--- config.mk ---
export PLATFORM = sky130hd
export DESIGN_NAME = crc_ram
export DESIGN_NICKNAME = d
export VERILOG_FILES = /design/src/hw/rtl/crc_ram.sv
export SDC_FILE = /design/constraint.sdc
export NUM_CORES = 2
export LEC_CHECK = 0
export BUFFER_PORTS_ARGS = -buffer_cell sky130_fd_sc_hd__buf_2
export CAP_MARGIN = 20
export CORE_UTILIZATION = 25
export CTS_CLUSTER_SIZE = 40
export DETAILED_ROUTE_END_ITERATION = 10
export PLACE_DENSITY = 0.36
export REMOVE_ABC_BUFFERS = 1
export SETUP_SLACK_MARGIN = 0.5
export SLEW_MARGIN = 25
export SYNTH_ARGS = -nofsm -noshare
export SYNTH_HDL_FRONTEND = slang
export SYNTH_SLANG_ARGS = --single-unit
--- constraint.sdc ---
create_clock -name i_clk -period 4.8 [get_ports i_clk]
set_clock_uncertainty 0.2 [all_clocks]
set_input_delay 0.24 -clock i_clk [delete_from_list [all_inputs] [get_ports i_clk]]
set_output_delay 0.24 -clock i_clk [all_outputs]
set_load 0.1 [all_outputs]
--- src/hw/rtl/crc_ram.sv ---
module crc_ram #(
    parameter int WIDTH = 8,
    parameter int DEPTH = 256
) (
    input  logic                     i_clk,
    input  logic                     i_we,
    input  logic [$clog2(DEPTH)-1:0] i_waddr,
    input  logic [WIDTH-1:0]         i_wdata,
    input  logic [$clog2(DEPTH)-1:0] i_raddr,
    output logic [WIDTH-1:0]         o_rdata
);

    logic [WIDTH-1:0] mem [DEPTH];
    logic [WIDTH-1:0] r_rdata;

    // one write port, registered read port
    always_ff @(posedge i_clk) begin
        if (i_we) begin
            mem[i_waddr] <= i_wdata;
        end
        r_rdata <= mem[i_raddr];
    end

    assign o_rdata = r_rdata;

endmodule

==> flow_metrics.py <==
metrics = {
    "clocking": {
        "cts_tree": "done",
        "clockBufferDepth": 4,
        "clk_latency_ns": 0.90,
        "cts_inserted_buffers": 237,
        "h-tree-depth": 4,
        "path_clk_slew_ns": 0.06,
        "clock-sinks": 2056,
        "ctsResizeCount": 0,
        "post-cts-setup-buffers": 0,
        "cts-root-buf": "clkbuf_16",
    },
    "worst_hold_path": {
        "whs_path_depth": 4,
        "hold_end": "mem[173][1]$_DFFE_PP_",
        "hold_class": "input pin to flip-flop",
        "holdCritStartpoint": "i_waddr[3]",
    },
    "global_route": {
        "grt_max_degree": 140,
        "grt_usage": 0.1508,
        "grt_pass1_wl_um": 340800,
        "use_met1": 0.2058,
        "grt_pass1_vias": 40350,
        "grt_util_met3": 0.02025,
        "grt_overflow": 0,
        "gr-usage-met2": 0.2536,
        "top_usage_layer": "met2",
        "antenna_found_initial": 16,
    },
    "synthesis": {
        "synth-adder-area-share": 0,
        "muxShareOfSynthArea": 0.1462,
        "yosys.area.top_type": "edfxtp_1",
        "syn_area_um2": 79560,
        "syn_avg_cell_area_um2": 21.31,
        "synth_xor_area_frac": 0,
        "yosys.area_share.simple": 0.02628,
        "synth_edf_count": 2048,
        "ys_seq_area_frac": 0.7750,
        "synth_top_family_by_area": "multiplexers",
        "ys.flop_type": "edfxtp_1",
        "ys_types": 55,
        "ys_ff_latch": 2056,
        "syn_inst": 3733,
        "async_flop_share": 0,
        "yosys-top-cells-area": "edfxtp_1, mux4_2, mux2i_1, nor2_1, a22oi_1",
        "synth_top_area_frac": 0.7730,
        "ys_warn_count": 0,
        "synth_compound_area_frac": 0.03419,
    },
    "critical_path": {
        "path_max_fanout": 11,
        "start_kind": "input pin",
        "crit_family": "simple AND/OR/NAND/NOR gates",
        "worstPathCellList": "dlygate4sd3_1 -> buf_2 -> nor2b_1 -> nand3_2 -> nor2_1",
        "r2r_setup_slack_ns": 1.78,
        "crit_path_max_incr_delay_ns": 0.94,
        "cp_data_arrival_time_ns": 3.50,
        "r2r_start": "mem[86][4]$_DFFE_PP_",
        "r2r_cells": 6,
        "crit_path_end_kind": "flip-flop",
        "timing.rr.end": "o_rdata[4]$_DFF_P_",
        "worstSetupPathType": "input pin to flip-flop",
        "worst_path_max_delay_cell": "nor2_1",
        "path_buf_inv": 2,
        "cp.required_ns": 5.08,
    },
    "timing": {
        "whs_ns": 0.09264,
        "period_needed_ns": 3.219,
        "max_freq_mhz": 310.7,
        "fin_setup_tns_ns": 0,
        "drv_slew": 0,
        "worst_slew_pin_slew_ns": 1.107,
        "setup_viol": 0,
        "maxSlewHeadroom": 0.2620,
        "rsz0062_at_grt": "false",
        "min_period_over_period": 0.6706,
        "hold_violations": 0,
    },
    "placement": {
        "hpwl_um": 153700,
        "place_congestion": 0.7888,
        "port_buffers": 33,
        "placedCellCount": 7968,
    },
    "detailed_routing": {
        "routed_via_density": 4.608,
        "routed-via-count": 38770,
        "post-route-drc-count": 0,
        "dr.pass1.iters": 5,
        "wl_per_cell_um": 29.21,
        "wl_um": 245800,
        "initialDrtViolationCount": 3267,
        "drtAntennaViolNets": 0,
    },
    "die": {
        "chipHeight_um": 566.1,
        "ios": 34,
        "core_um2": 315700,
        "die_w_um": 566.1,
        "start_util": 0.2520,
        "rows": 206,
        "die_area_um2": 320500,
    },
    "outcome": {
        "outcome": "finished clean",
    },
    "cells_and_area": {
        "post-route-util": 0.2963,
        "nets": 4089,
        "drive_above_1_share": 0.2627,
        "synthToLayoutAreaGrowth_pct": 17.60,
        "mostFrequentLayoutCells": "edfxtp_1, mux4_2, nor2_1, buf_4, clkbuf_16",
        "fin_cells": 8413,
        "final_common_cell": "edfxtp_1",
    },
    "power": {
        "leakagePower_nw": 28.58,
        "irDropWorstVdd_mv": 0.2778,
        "p_total_w": 0.03920,
        "p_per_area_nw_per_um2": 419.0,
    },
    "run": {
        "drv_cap": 0,
    },
}
-- metal layers --
layer  share of wire  vias up
met1            0.45    21230
met3           0.041      291
li1                -    16400
met5               0        -
met2            0.49      849
met4           0.020        0
-- cell type report --
type	count	area, µm²
fillers	30590	222200
flip-flops and latches	2056	61660
multi-input cells	1442	16560
clock buffers	307	6285
well taps	4160	5205
repair buffers	324	2824
clock inverters	118	1015
diodes	4	10.01
inverters	2	7.507
-- state kept, by name, summed over array words and instances (netlist names) --
register	flops
o_rdata	8
mem	2048
-- through the flow --
| stage | worst slack (ns) | cell area [µm²] |
|---|---|---|
| floorplan | 1.952 | 78110 |
| global placement | 0.7181 | 86060 |
| detailed placement | 0.6762 | 86090 |
| CTS | 1.574 | 93550 |
| global route | 1.433 | 93550 |
| finish | 1.581 | 93560 |
-- logic make-up (layout without fill, tap and decap cells) --
group | count (synthesis) | after routing
AOI/OAI and AO/OA | 385 | 385
other | 0 | 4
and+or+nand+nor | 466 | 466
DFF | 2056 | 2056
buffers and inverters | 235 | 751
muxes | 591 | 591
-- synth_stat cells, types with 2 or more instances --
master / count
a21oi_1: 96
mux2i_1: 134
dfxtp_1: 8
or2_2: 4
o21ai_0: 10
mux4_1: 2
nor3_1: 22
buf_12: 8
buf_2: 31
nand2_1: 33
nor4_1: 24
o221ai_1: 46
buf_8: 13
a22o_1: 8
and2_1: 6
a221oi_1: 13
o21ai_1: 2
edfxtp_1: 2048
a2111oi_1: 2
a311oi_1: 2
buf_6: 21
a22oi_1: 133
nor2_1: 282
o32ai_1: 4
buf_1: 22
a31oi_1: 2
o22a_1: 5
o22ai_1: 28
mux4_2: 454
clkbuf_1: 111
and3b_1: 2
nor4_2: 3
nand3_1: 34
a211oi_1: 16
a2111oi_0: 2
nand3b_1: 2
nor2b_1: 31
nand4_1: 10
buf_4: 27
nand2b_1: 8
o211ai_1: 10
-- how the worst max path moves through the flow --
stage / from / depth (start not counted) / slack [ns] / endpoint
3_5_place_dp: i_raddr[0] / 9 / 0.68 / o_rdata[1]$_DFF_P_
6_report: i_waddr[0] / 5 / 1.58 / mem[53][6]$_DFFE_PP_
2_1_floorplan: i_raddr[2] / 6 / 1.95 / o_rdata[6]$_DFF_P_
5_1_grt: i_waddr[0] / 5 / 1.43 / mem[5][1]$_DFFE_PP_
4_1_cts: i_waddr[0] / 5 / 1.57 / mem[5][1]$_DFFE_PP_
3_3_place_gp: i_raddr[1] / 9 / 0.72 / o_rdata[1]$_DFF_P_
-- report_power, final --
group	switching, W	internal, W	leakage (nW)
Clock	0.00731	0.00997	3.56
Sequential	0.0000537	0.0198	18.5
Combinational	0.00142	0.000645	6.55
Total	0.00879	0.0304	28.6
-- tightest hold or removal path: stages --
cell,delay (ns)
buf_2,0.16
nand3_1,0.28
nor2_1,0.07
buf_4,0.19
-- what timing repair did --
item,4_1_cts,5_1_grt
endpoints found under the setup margin,0,0
hold buffers,16,0
endpoints found under the hold margin,951,0
Power figures use the tool's default switching activity.
