### src/hw/rtl/crc_pkg.sv
package crc_pkg;

    // canvas geometry
    localparam int CRC_MAX_WIDTH  = 256;
    localparam int CRC_MAX_HEIGHT = 256;
    localparam int CRC_COL_W      = $clog2(CRC_MAX_WIDTH);
    localparam int CRC_ROW_W      = $clog2(CRC_MAX_HEIGHT);
    localparam int CRC_ADDR_W     = CRC_COL_W + CRC_ROW_W;
    localparam int CRC_DEPTH      = 1 << CRC_ADDR_W;
    localparam int CRC_DIM_W      = 9;

    // arithmetic widths
    localparam int CRC_Q_W     = 20;
    localparam int CRC_SQ_W    = 2 * CRC_Q_W;
    localparam int CRC_DELTA_W = 22;
    localparam int CRC_DIST_W  = 42;
    localparam int CRC_CNT_W   = $clog2(CRC_Q_W + 1);

    // commands
    localparam logic [1:0] CMD_CLEAR = 2'd0;
    localparam logic [1:0] CMD_DRAW  = 2'd1;
    localparam logic [1:0] CMD_READ  = 2'd2;

    // shape codes
    localparam logic [7:0] SHAPE_FILLED = 8'h43;
    localparam logic [7:0] SHAPE_RING   = 8'h63;

    // register indexes
    localparam logic [1:0] CFG_WIDTH      = 2'd0;
    localparam logic [1:0] CFG_HEIGHT     = 2'd1;
    localparam logic [1:0] CFG_BACKGROUND = 2'd2;

    // magnitude of a signed Q.8 value, full negative range included
    function automatic logic [CRC_Q_W-1:0] crc_abs(input logic [CRC_Q_W-1:0] v);
        crc_abs = v[CRC_Q_W-1] ? (CRC_Q_W'(0) - v) : v;
    endfunction

    // saturate a size register into 1..max
    function automatic logic [CRC_DIM_W-1:0] crc_sat(input logic [CRC_DIM_W-1:0] v,
                                                    input logic [CRC_DIM_W-1:0] max);
        if (v == '0) begin
            crc_sat = CRC_DIM_W'(1);
        end else if (v > max) begin
            crc_sat = max;
        end else begin
            crc_sat = v;
        end
    endfunction

endpackage

### src/hw/rtl/crc_square.sv
module crc_square import crc_pkg::*; (
    input  logic                i_clk,
    input  logic                i_rst_n,
    input  logic                i_start,
    input  logic [CRC_Q_W-1:0]  i_operand,
    output logic                o_busy,
    output logic                o_done,
    output logic [CRC_SQ_W-1:0] o_square
);

    logic [CRC_CNT_W-1:0] r_cnt;
    logic                 r_done;
    logic [CRC_SQ_W-1:0]  r_acc;
    logic [CRC_SQ_W-1:0]  r_mcand;
    logic [CRC_Q_W-1:0]   r_mplier;

    // control: one multiplier bit per cycle
    always_ff @(posedge i_clk) begin
        if (!i_rst_n) begin
            r_cnt  <= '0;
            r_done <= 1'b0;
        end else begin
            r_done <= (r_cnt == CRC_CNT_W'(1));
            if (i_start) begin
                r_cnt <= CRC_CNT_W'(CRC_Q_W);
            end else if (r_cnt != '0) begin
                r_cnt <= r_cnt - CRC_CNT_W'(1);
            end
        end
    end

    // shift-add datapath
    always_ff @(posedge i_clk) begin
        if (i_start) begin
            r_acc    <= '0;
            r_mcand  <= {{(CRC_SQ_W-CRC_Q_W){1'b0}}, i_operand};
            r_mplier <= i_operand;
        end else if (r_cnt != '0) begin
            if (r_mplier[0]) begin
                r_acc <= r_acc + r_mcand;
            end
            r_mcand  <= {r_mcand[CRC_SQ_W-2:0], 1'b0};
            r_mplier <= {1'b0, r_mplier[CRC_Q_W-1:1]};
        end
    end

    assign o_busy   = (r_cnt != '0);
    assign o_done   = r_done;
    assign o_square = r_acc;

endmodule

### config.mk
export PLATFORM = sky130hd
export DESIGN_NAME = crc_square
export DESIGN_NICKNAME = d
export VERILOG_FILES = /design/src/hw/rtl/crc_pkg.sv /design/src/hw/rtl/crc_square.sv
export SDC_FILE = /design/constraint.sdc
export NUM_CORES = 1
export LEC_CHECK = 0
export BUFFER_PORTS_ARGS = -buffer_cell sky130_fd_sc_hd__buf_2
export CORE_ASPECT_RATIO = 0.9
export CORE_MARGIN = 1.5
export CORE_UTILIZATION = 62
export CTS_CLUSTER_DIAMETER = 30
export DETAILED_ROUTE_END_ITERATION = 8
export PLACE_DENSITY = 0.83
export SLEW_MARGIN = 25
export SYNTH_ARGS = -nofsm -noshare
export SYNTH_HDL_FRONTEND = slang
export SYNTH_SLANG_ARGS = --single-unit
### constraint.sdc
create_clock -name i_clk -period 4.7 [get_ports i_clk]
set_input_delay 0.94 -clock i_clk [delete_from_list [all_inputs] [get_ports i_clk]]
set_output_delay 0.94 -clock i_clk [all_outputs]
set_load 0.02 [all_outputs]
==> results of run 1 <==
-- state kept, by name, indices dropped and copies added, names as in the netlist --
signal,flops
o_square,40
r_mcand,40
r_mplier,20
r_cnt,5
o_done,1
-- critical path: stages (launching register included) --
cell and delay (ns):
dfxtp_1 0.35, inv_1 0.13, ha_1 0.19, and2_1 0.68, clkinv_1 0.26, buf_4 0.28, buf_2 0.18
-- area by class of cell --
class	instances	area [µm²]
clock inverters	5	67.56
flip-flops and latches	106	2522
repair buffers	71	387.9
clock buffers	11	153.9
multi-input cells	527	3247
fillers	786	2879
inverters	53	198.9
well taps	126	157.7
-- report_power, final --
part,internal (µW),leakage (µW),switching [µW]
logic,283,0.00193,504
clock network,289,0.000114,333
registers,1080,0.000965,80.1
-- final timing paths --
kind	start	to	cells after the start
setup / recovery	r_cnt[0]	o_busy	6
hold / removal	r_mcand[39]	r_mcand[39]	2
setup reg to reg	r_mcand[0]	o_square[38]	11
hold reg to reg	r_mcand[39]	r_mcand[39]	2
-- kinds of logic (layout without fill, tap and decap cells) --
group / count (synthesis) / count (layout) / synth area share, %
AND/OR/NAND/NOR: 234 / 234 / 17.16
AO/OA/AOI/OAI: 217 / 217 / 22.28
flip-flops: 106 / 106 / 41.44
buffers and inverters: 86 / 140 / 5.303
adder cells (fa/ha/maj): 43 / 43 / 8.962
XOR/XNOR: 29 / 29 / 4.173
multiplexers: 4 / 4 / 0.6783
-- cell usage in the layout (no fill, tap or decap), types with 2 or more instances in the layout --
master    Yosys  final
nor2_1       31     31
a31oi_1       8      8
mux2i_1       3      3
nor2b_1       7      7
nor3_1        8      8
nand2_2       0      2
or3_1         9      9
nand3_1      13     13
o21bai_1      6      6
nand3b_1      2      2
a221o_1       3      3
xnor2_1      23     23
o31ai_1       3      3
o21a_1        5      5
nand4_1       8      8
edfxtp_1     40     40
clkinv_4      0      2
nor4b_1       3      3
and3_1        6      6
o211ai_1      7      7
buf_2         0     63
clkinv_1      2      2
dfxtp_1      66     66
ha_1         42     42
clkbuf_8      0      9
xor2_1        6      6
and2_1        7      7
a21o_1       20     20
nand2_1     135    133
a211oi_1      9      9
a21oi_1      80     80
buf_4         0      7
o21ai_0      56     56
inv_1        51     51
-- layer usage --
layer	part of all wire (%)	global-route usage (%)	vias to the layer above	wire length, µm
met2	44	44.39	189	6621
met3	7.3	6.469	32	1092
met5	0	0	-	0
met1	47	44.34	2516	7053
li1	-	-	2620	-
met4	1.9	6.883	0	293
-- metrics by stage --
stage | setup slack [ns] | cells | area (µm²) | power (µW)
floorplan | 1.723 | 719 | 6087 | 1745
finish | 1.296 | 899 | 6735 | 2570
global placement | 1.614 | 882 | 6489 | 1917
CTS | 1.299 | 898 | 6713 | 2568
detailed placement | 1.512 | 882 | 6491 | 1954
global route | 1.072 | 899 | 6735 | 2716
==> impl_metrics.toml, run 1 <==
[drt]
vias_per_cell = 5.959
dr.pass1.iters = 5
drt_iter0_drc = 432
wire_per_inst_um = 16.75
antenna_left = 0
vias = 5357
finalWirelength_um = 15060
drc_errors = 0

[grt]
overflow = 0
grt_pass1_vias = 4938
grt_max_degree = 116
track_usage_pct = 29.81
grt_pass1_wl_um = 24470
grt_antenna_before_repair = 0

[cts]
hold_buffers = 0
root_buffer = "clkbuf_8"
clk_latency_ns = 0.38
cts_max_path_buffers = 2
cts_max_level = 3
clock-sinks = 106
post_cts_buffers = 0
cts_buffers = 9
tritoncts = "built"
path_clk_slew_ns = 0.10
cts_resized = 0

[critical_path]
critPathRequiredTime_ns = 3.76
timing_worst_setup_path_type = "reg -> out"
crit_fanout = 25
crit_arrival_ns = 2.46
cp-start-kind = "flop"
reg2reg_slack_ns = 1.45
cp-end-kind = "output pin"

[power_and_ir_drop]
p_leak_uw = 0.003013
p_per_area_nw_per_um2 = 381.6
ir_worst_vdd_mv = 0.3100

[timing]
hold_slack_ns = 0.4704
rsz0062_at_grt = "false"
report.final.slew_viol_count = 0
fmax_mhz = 293.8
setup-tns-final_ns = 0
setup_viol_count_final = 0
hold_violations = 0
fin_worst_skew_ns = 0.01069
slew_headroom_pct = 44.13
period_minus_slack_ns = 3.404
tightest_slew_ns = 0.8381
post-route-period-util_pct = 72.42

[yosys]
yosysSeqAreaShare_pct = 41.44
syn_area_um2 = 6087
yosysTopAreaCellShare_pct = 21.71
synthFlopType = "dfxtp_1"
synth_edf_count = 40
synthTopCellsByCount = "nand2_1, a21oi_1, dfxtp_1, o21ai_0, inv_1"
ys_warn_count = 0
yosysMostFrequentCell = "nand2_1"
synth_cells = 719
ys_ff_latch = 106
synth.distinct_cells = 58
synthArstFlopShare_pct = 0
synth_area_leaders = "dfxtp_1, edfxtp_1, ha_1"
synth_nets = 785
synth_top_cell_by_area = "dfxtp_1"
syn_area_per_cell_um2 = 8.466

[placed_design]
dp_hpwl_um = 10960
gp_congestion = 0.8958
io_buffers = 64

[cells_and_area]
area_delta_synth_final_pct = 10.65
final_util_pct = 70.05
fin_nets = 834
drive_above_1_share_pct = 12.68
insertedDiodeCount = 0

[die]
die_y_um = 97
io-pin-count = 65
dieArea_um2 = 10420
start_util_pct = 63.31
rows = 34
die_w_um = 107.4
core_um2 = 9614

[run_status]
outcome = "finished, final reports clean"

[job]
max_cap_violations = 0

[min_path]
hold_class = "reg -> reg"
Power figures use the tool's default switching activity.
==> run 2, diff against run 1 <==
--- a/config.mk
+++ b/config.mk
@@ -8,10 +8,10 @@
 export BUFFER_PORTS_ARGS = -buffer_cell sky130_fd_sc_hd__buf_2
 export CORE_ASPECT_RATIO = 0.9
 export CORE_MARGIN = 1.5
-export CORE_UTILIZATION = 62
+export CORE_UTILIZATION = 59
 export CTS_CLUSTER_DIAMETER = 30
 export DETAILED_ROUTE_END_ITERATION = 8
-export PLACE_DENSITY = 0.83
+export PLACE_DENSITY = 0.79
 export SLEW_MARGIN = 25
 export SYNTH_ARGS = -nofsm -noshare
 export SYNTH_HDL_FRONTEND = slang
==> constraint.sdc (replaced) <==
create_clock -name i_clk -period 3.3 [get_ports i_clk]
set_input_delay 0.66 -clock i_clk [delete_from_list [all_inputs] [get_ports i_clk]]
set_output_delay 0.66 -clock i_clk [all_outputs]
set_load 0.02 [all_outputs]
==> run 2 against run 1 <==
Effect of this change:
- total power rose by 51%
- cell count is 0.33% higher
- setup slack got worse by 1.2 ns
- via count shrank 0.22%
- worst hold slack better by 0.0034 ns
- first-iteration DRC count down 33%
- clock skew is 0.0032 ns lower
- die area is 4.9% higher
- final area increased by 1.1%
- sequential power increased by 42%
==> impl_metrics.toml, run 2 (same netlist as run 1, synthesis figures left out) <==
[grt]
grt_pass1_vias = 4935
grt_pass1_wl_um = 24290
track_usage_pct = 28.50
grt_antenna_before_repair = 0
overflow = 0
grt_max_degree = 70

[cells_and_area]
layout_common_cells = "nand2_1, a21oi_1, dfxtp_1, buf_2, o21ai_0"
fill_cells = 791
drive_above_1_share_pct = 12.76
final_common_cell = "nand2_1"
fin_nets = 837
insertedDiodeCount = 0
area_delta_synth_final_pct = 11.90

[critical_path]
worst_r2r_path_depth = 10
r2r_end = "o_square[39]"
cp-endpoint = "o_square[39]"
critPathRequiredTime_ns = 3.55
cp-startpoint = "r_mcand[3]"
cp-end-kind = "flop"
cp-start-kind = "flop"
timing_worst_setup_path_type = "reg -> reg"
rr_startpoint = "r_mcand[3]"
crit_arrival_ns = 3.43
reg2reg_slack_ns = 0.12
crit_fanout = 5

[drt]
wire_per_inst_um = 16.22
drt_iter0_drc = 291
drc_errors = 0
vias_per_cell = 5.926
antenna_left = 0
finalWirelength_um = 14630
vias = 5345
dr.pass1.iters = 6

[cts]
cts_max_path_buffers = 2
cts_buffers = 9
clk_latency_ns = 0.35
cts_resized = 0
cts_max_level = 3
clock-sinks = 106
path_clk_slew_ns = 0.08
hold_buffers = 0
post_cts_buffers = 0
root_buffer = "clkbuf_16"
tritoncts = "built"

[min_path]
hold_depth = 2
hold_class = "reg -> reg"

[die]
start_util_pct = 61.68
die_y_um = 99.36
core_um2 = 9869
io-pin-count = 65
rows = 34
dieArea_um2 = 10940
die_w_um = 110.1

[timing]
period_minus_slack_ns = 3.181
fmax_mhz = 314.4
hold_violations = 0
setup-tns-final_ns = 0
report.final.slew_viol_count = 0
tightest_slew_ns = 0.8070
rsz0062_at_grt = "false"
slew_headroom_pct = 46.07
post-route-period-util_pct = 96.40
setup_ws_ns = 0.1189
fin_worst_skew_ns = 0.007497
setup_viol_count_final = 0

[run_status]
outcome = "finished, final reports clean"

[placed_design]
dp_hpwl_um = 10540
gp_congestion = 0.9104
io_buffers = 64
pre_cts_slack_ns = 0.1808

[power_and_ir_drop]
p_per_area_nw_per_um2 = 568.2
p_leak_uw = 0.003050
ir_worst_vdd_mv = 0.4496

[job]
max_cap_violations = 0
==> run 2: cell count changes in the layout (fill, tap and decap cells not counted), moves of 2 or more <==
cell       previous run  this run
buf_4                 7        11
clkbuf_16             1         9
clkbuf_8              9         0
clkinv_4              2         0
inv_6                 1         3
inv_8                 1         3
nand2_1             133       135
nand2_2               2         0
==> run 2: worst min path at each step <==
stage                       from      endpoint
global route        o_square[17]  o_square[17]
finish               r_mcand[38]   r_mcand[38]
floorplan            r_mcand[39]   r_mcand[39]
CTS                  r_mcand[38]   r_mcand[38]
global placement     r_mcand[39]   r_mcand[39]
detailed placement   r_mcand[38]   r_mcand[38]
==> run 2: stage by stage <==
step	hold WS, ns	area, µm²	total power (µW)	utilization, %	cells
after floorplan	0.4400	6087	2486	-	719
after CTS	0.4754	6812	3868	69.02	902
after global placement	0.4507	6519	2757	66.05	886
after global routing	0.5001	6812	4071	69.02	902
after detailed placement	0.4641	6519	2797	66.05	886
final	0.4738	6812	3870	69.02	902
==> run 2: cell type report <==
type                            count  area, µm²  area share [%]
Inverter                           53      198.9           2.921
Timing Repair Buffer               74      397.9           5.841
Multi-Input combinational cell    527       3242           47.59
Tap cell                          126      157.7           2.314
Clock inverter                      7      67.56          0.9919
Clock buffer                        9      225.2           3.306
Sequential cell                   106       2522           37.03
==> run 2: per-layer routing <==
metal / global-route usage, % / part of all wire [%] / up-vias
met5: 0 / 0 / -
met4: 6.693 / 1.2 / 0
met3: 5.963 / 6.9 / 23
met2: 43.91 / 45 / 198
met1: 41.04 / 47 / 2488
li1: - / - / 2636
==> run 2: worst max-delay path, cell delays in order (launching register included) <==
cell,delay [ns]
edfxtp_1,0.40
ha_1,0.39
a21oi_1,0.19
nor2_1,0.09
o311ai_4,0.31
a21oi_1,0.19
nor4_2,0.50
o31ai_1,0.18
o221ai_1,0.22
mux2i_1,0.25
mux2_2,0.35
==> run 2: power by group <==
group          switching, µW  leakage, µW  internal, µW
sequential               107     0.000965          1540
combinational            735      0.00194           412
clock                    539     0.000143           537
total                   1380      0.00305          2490
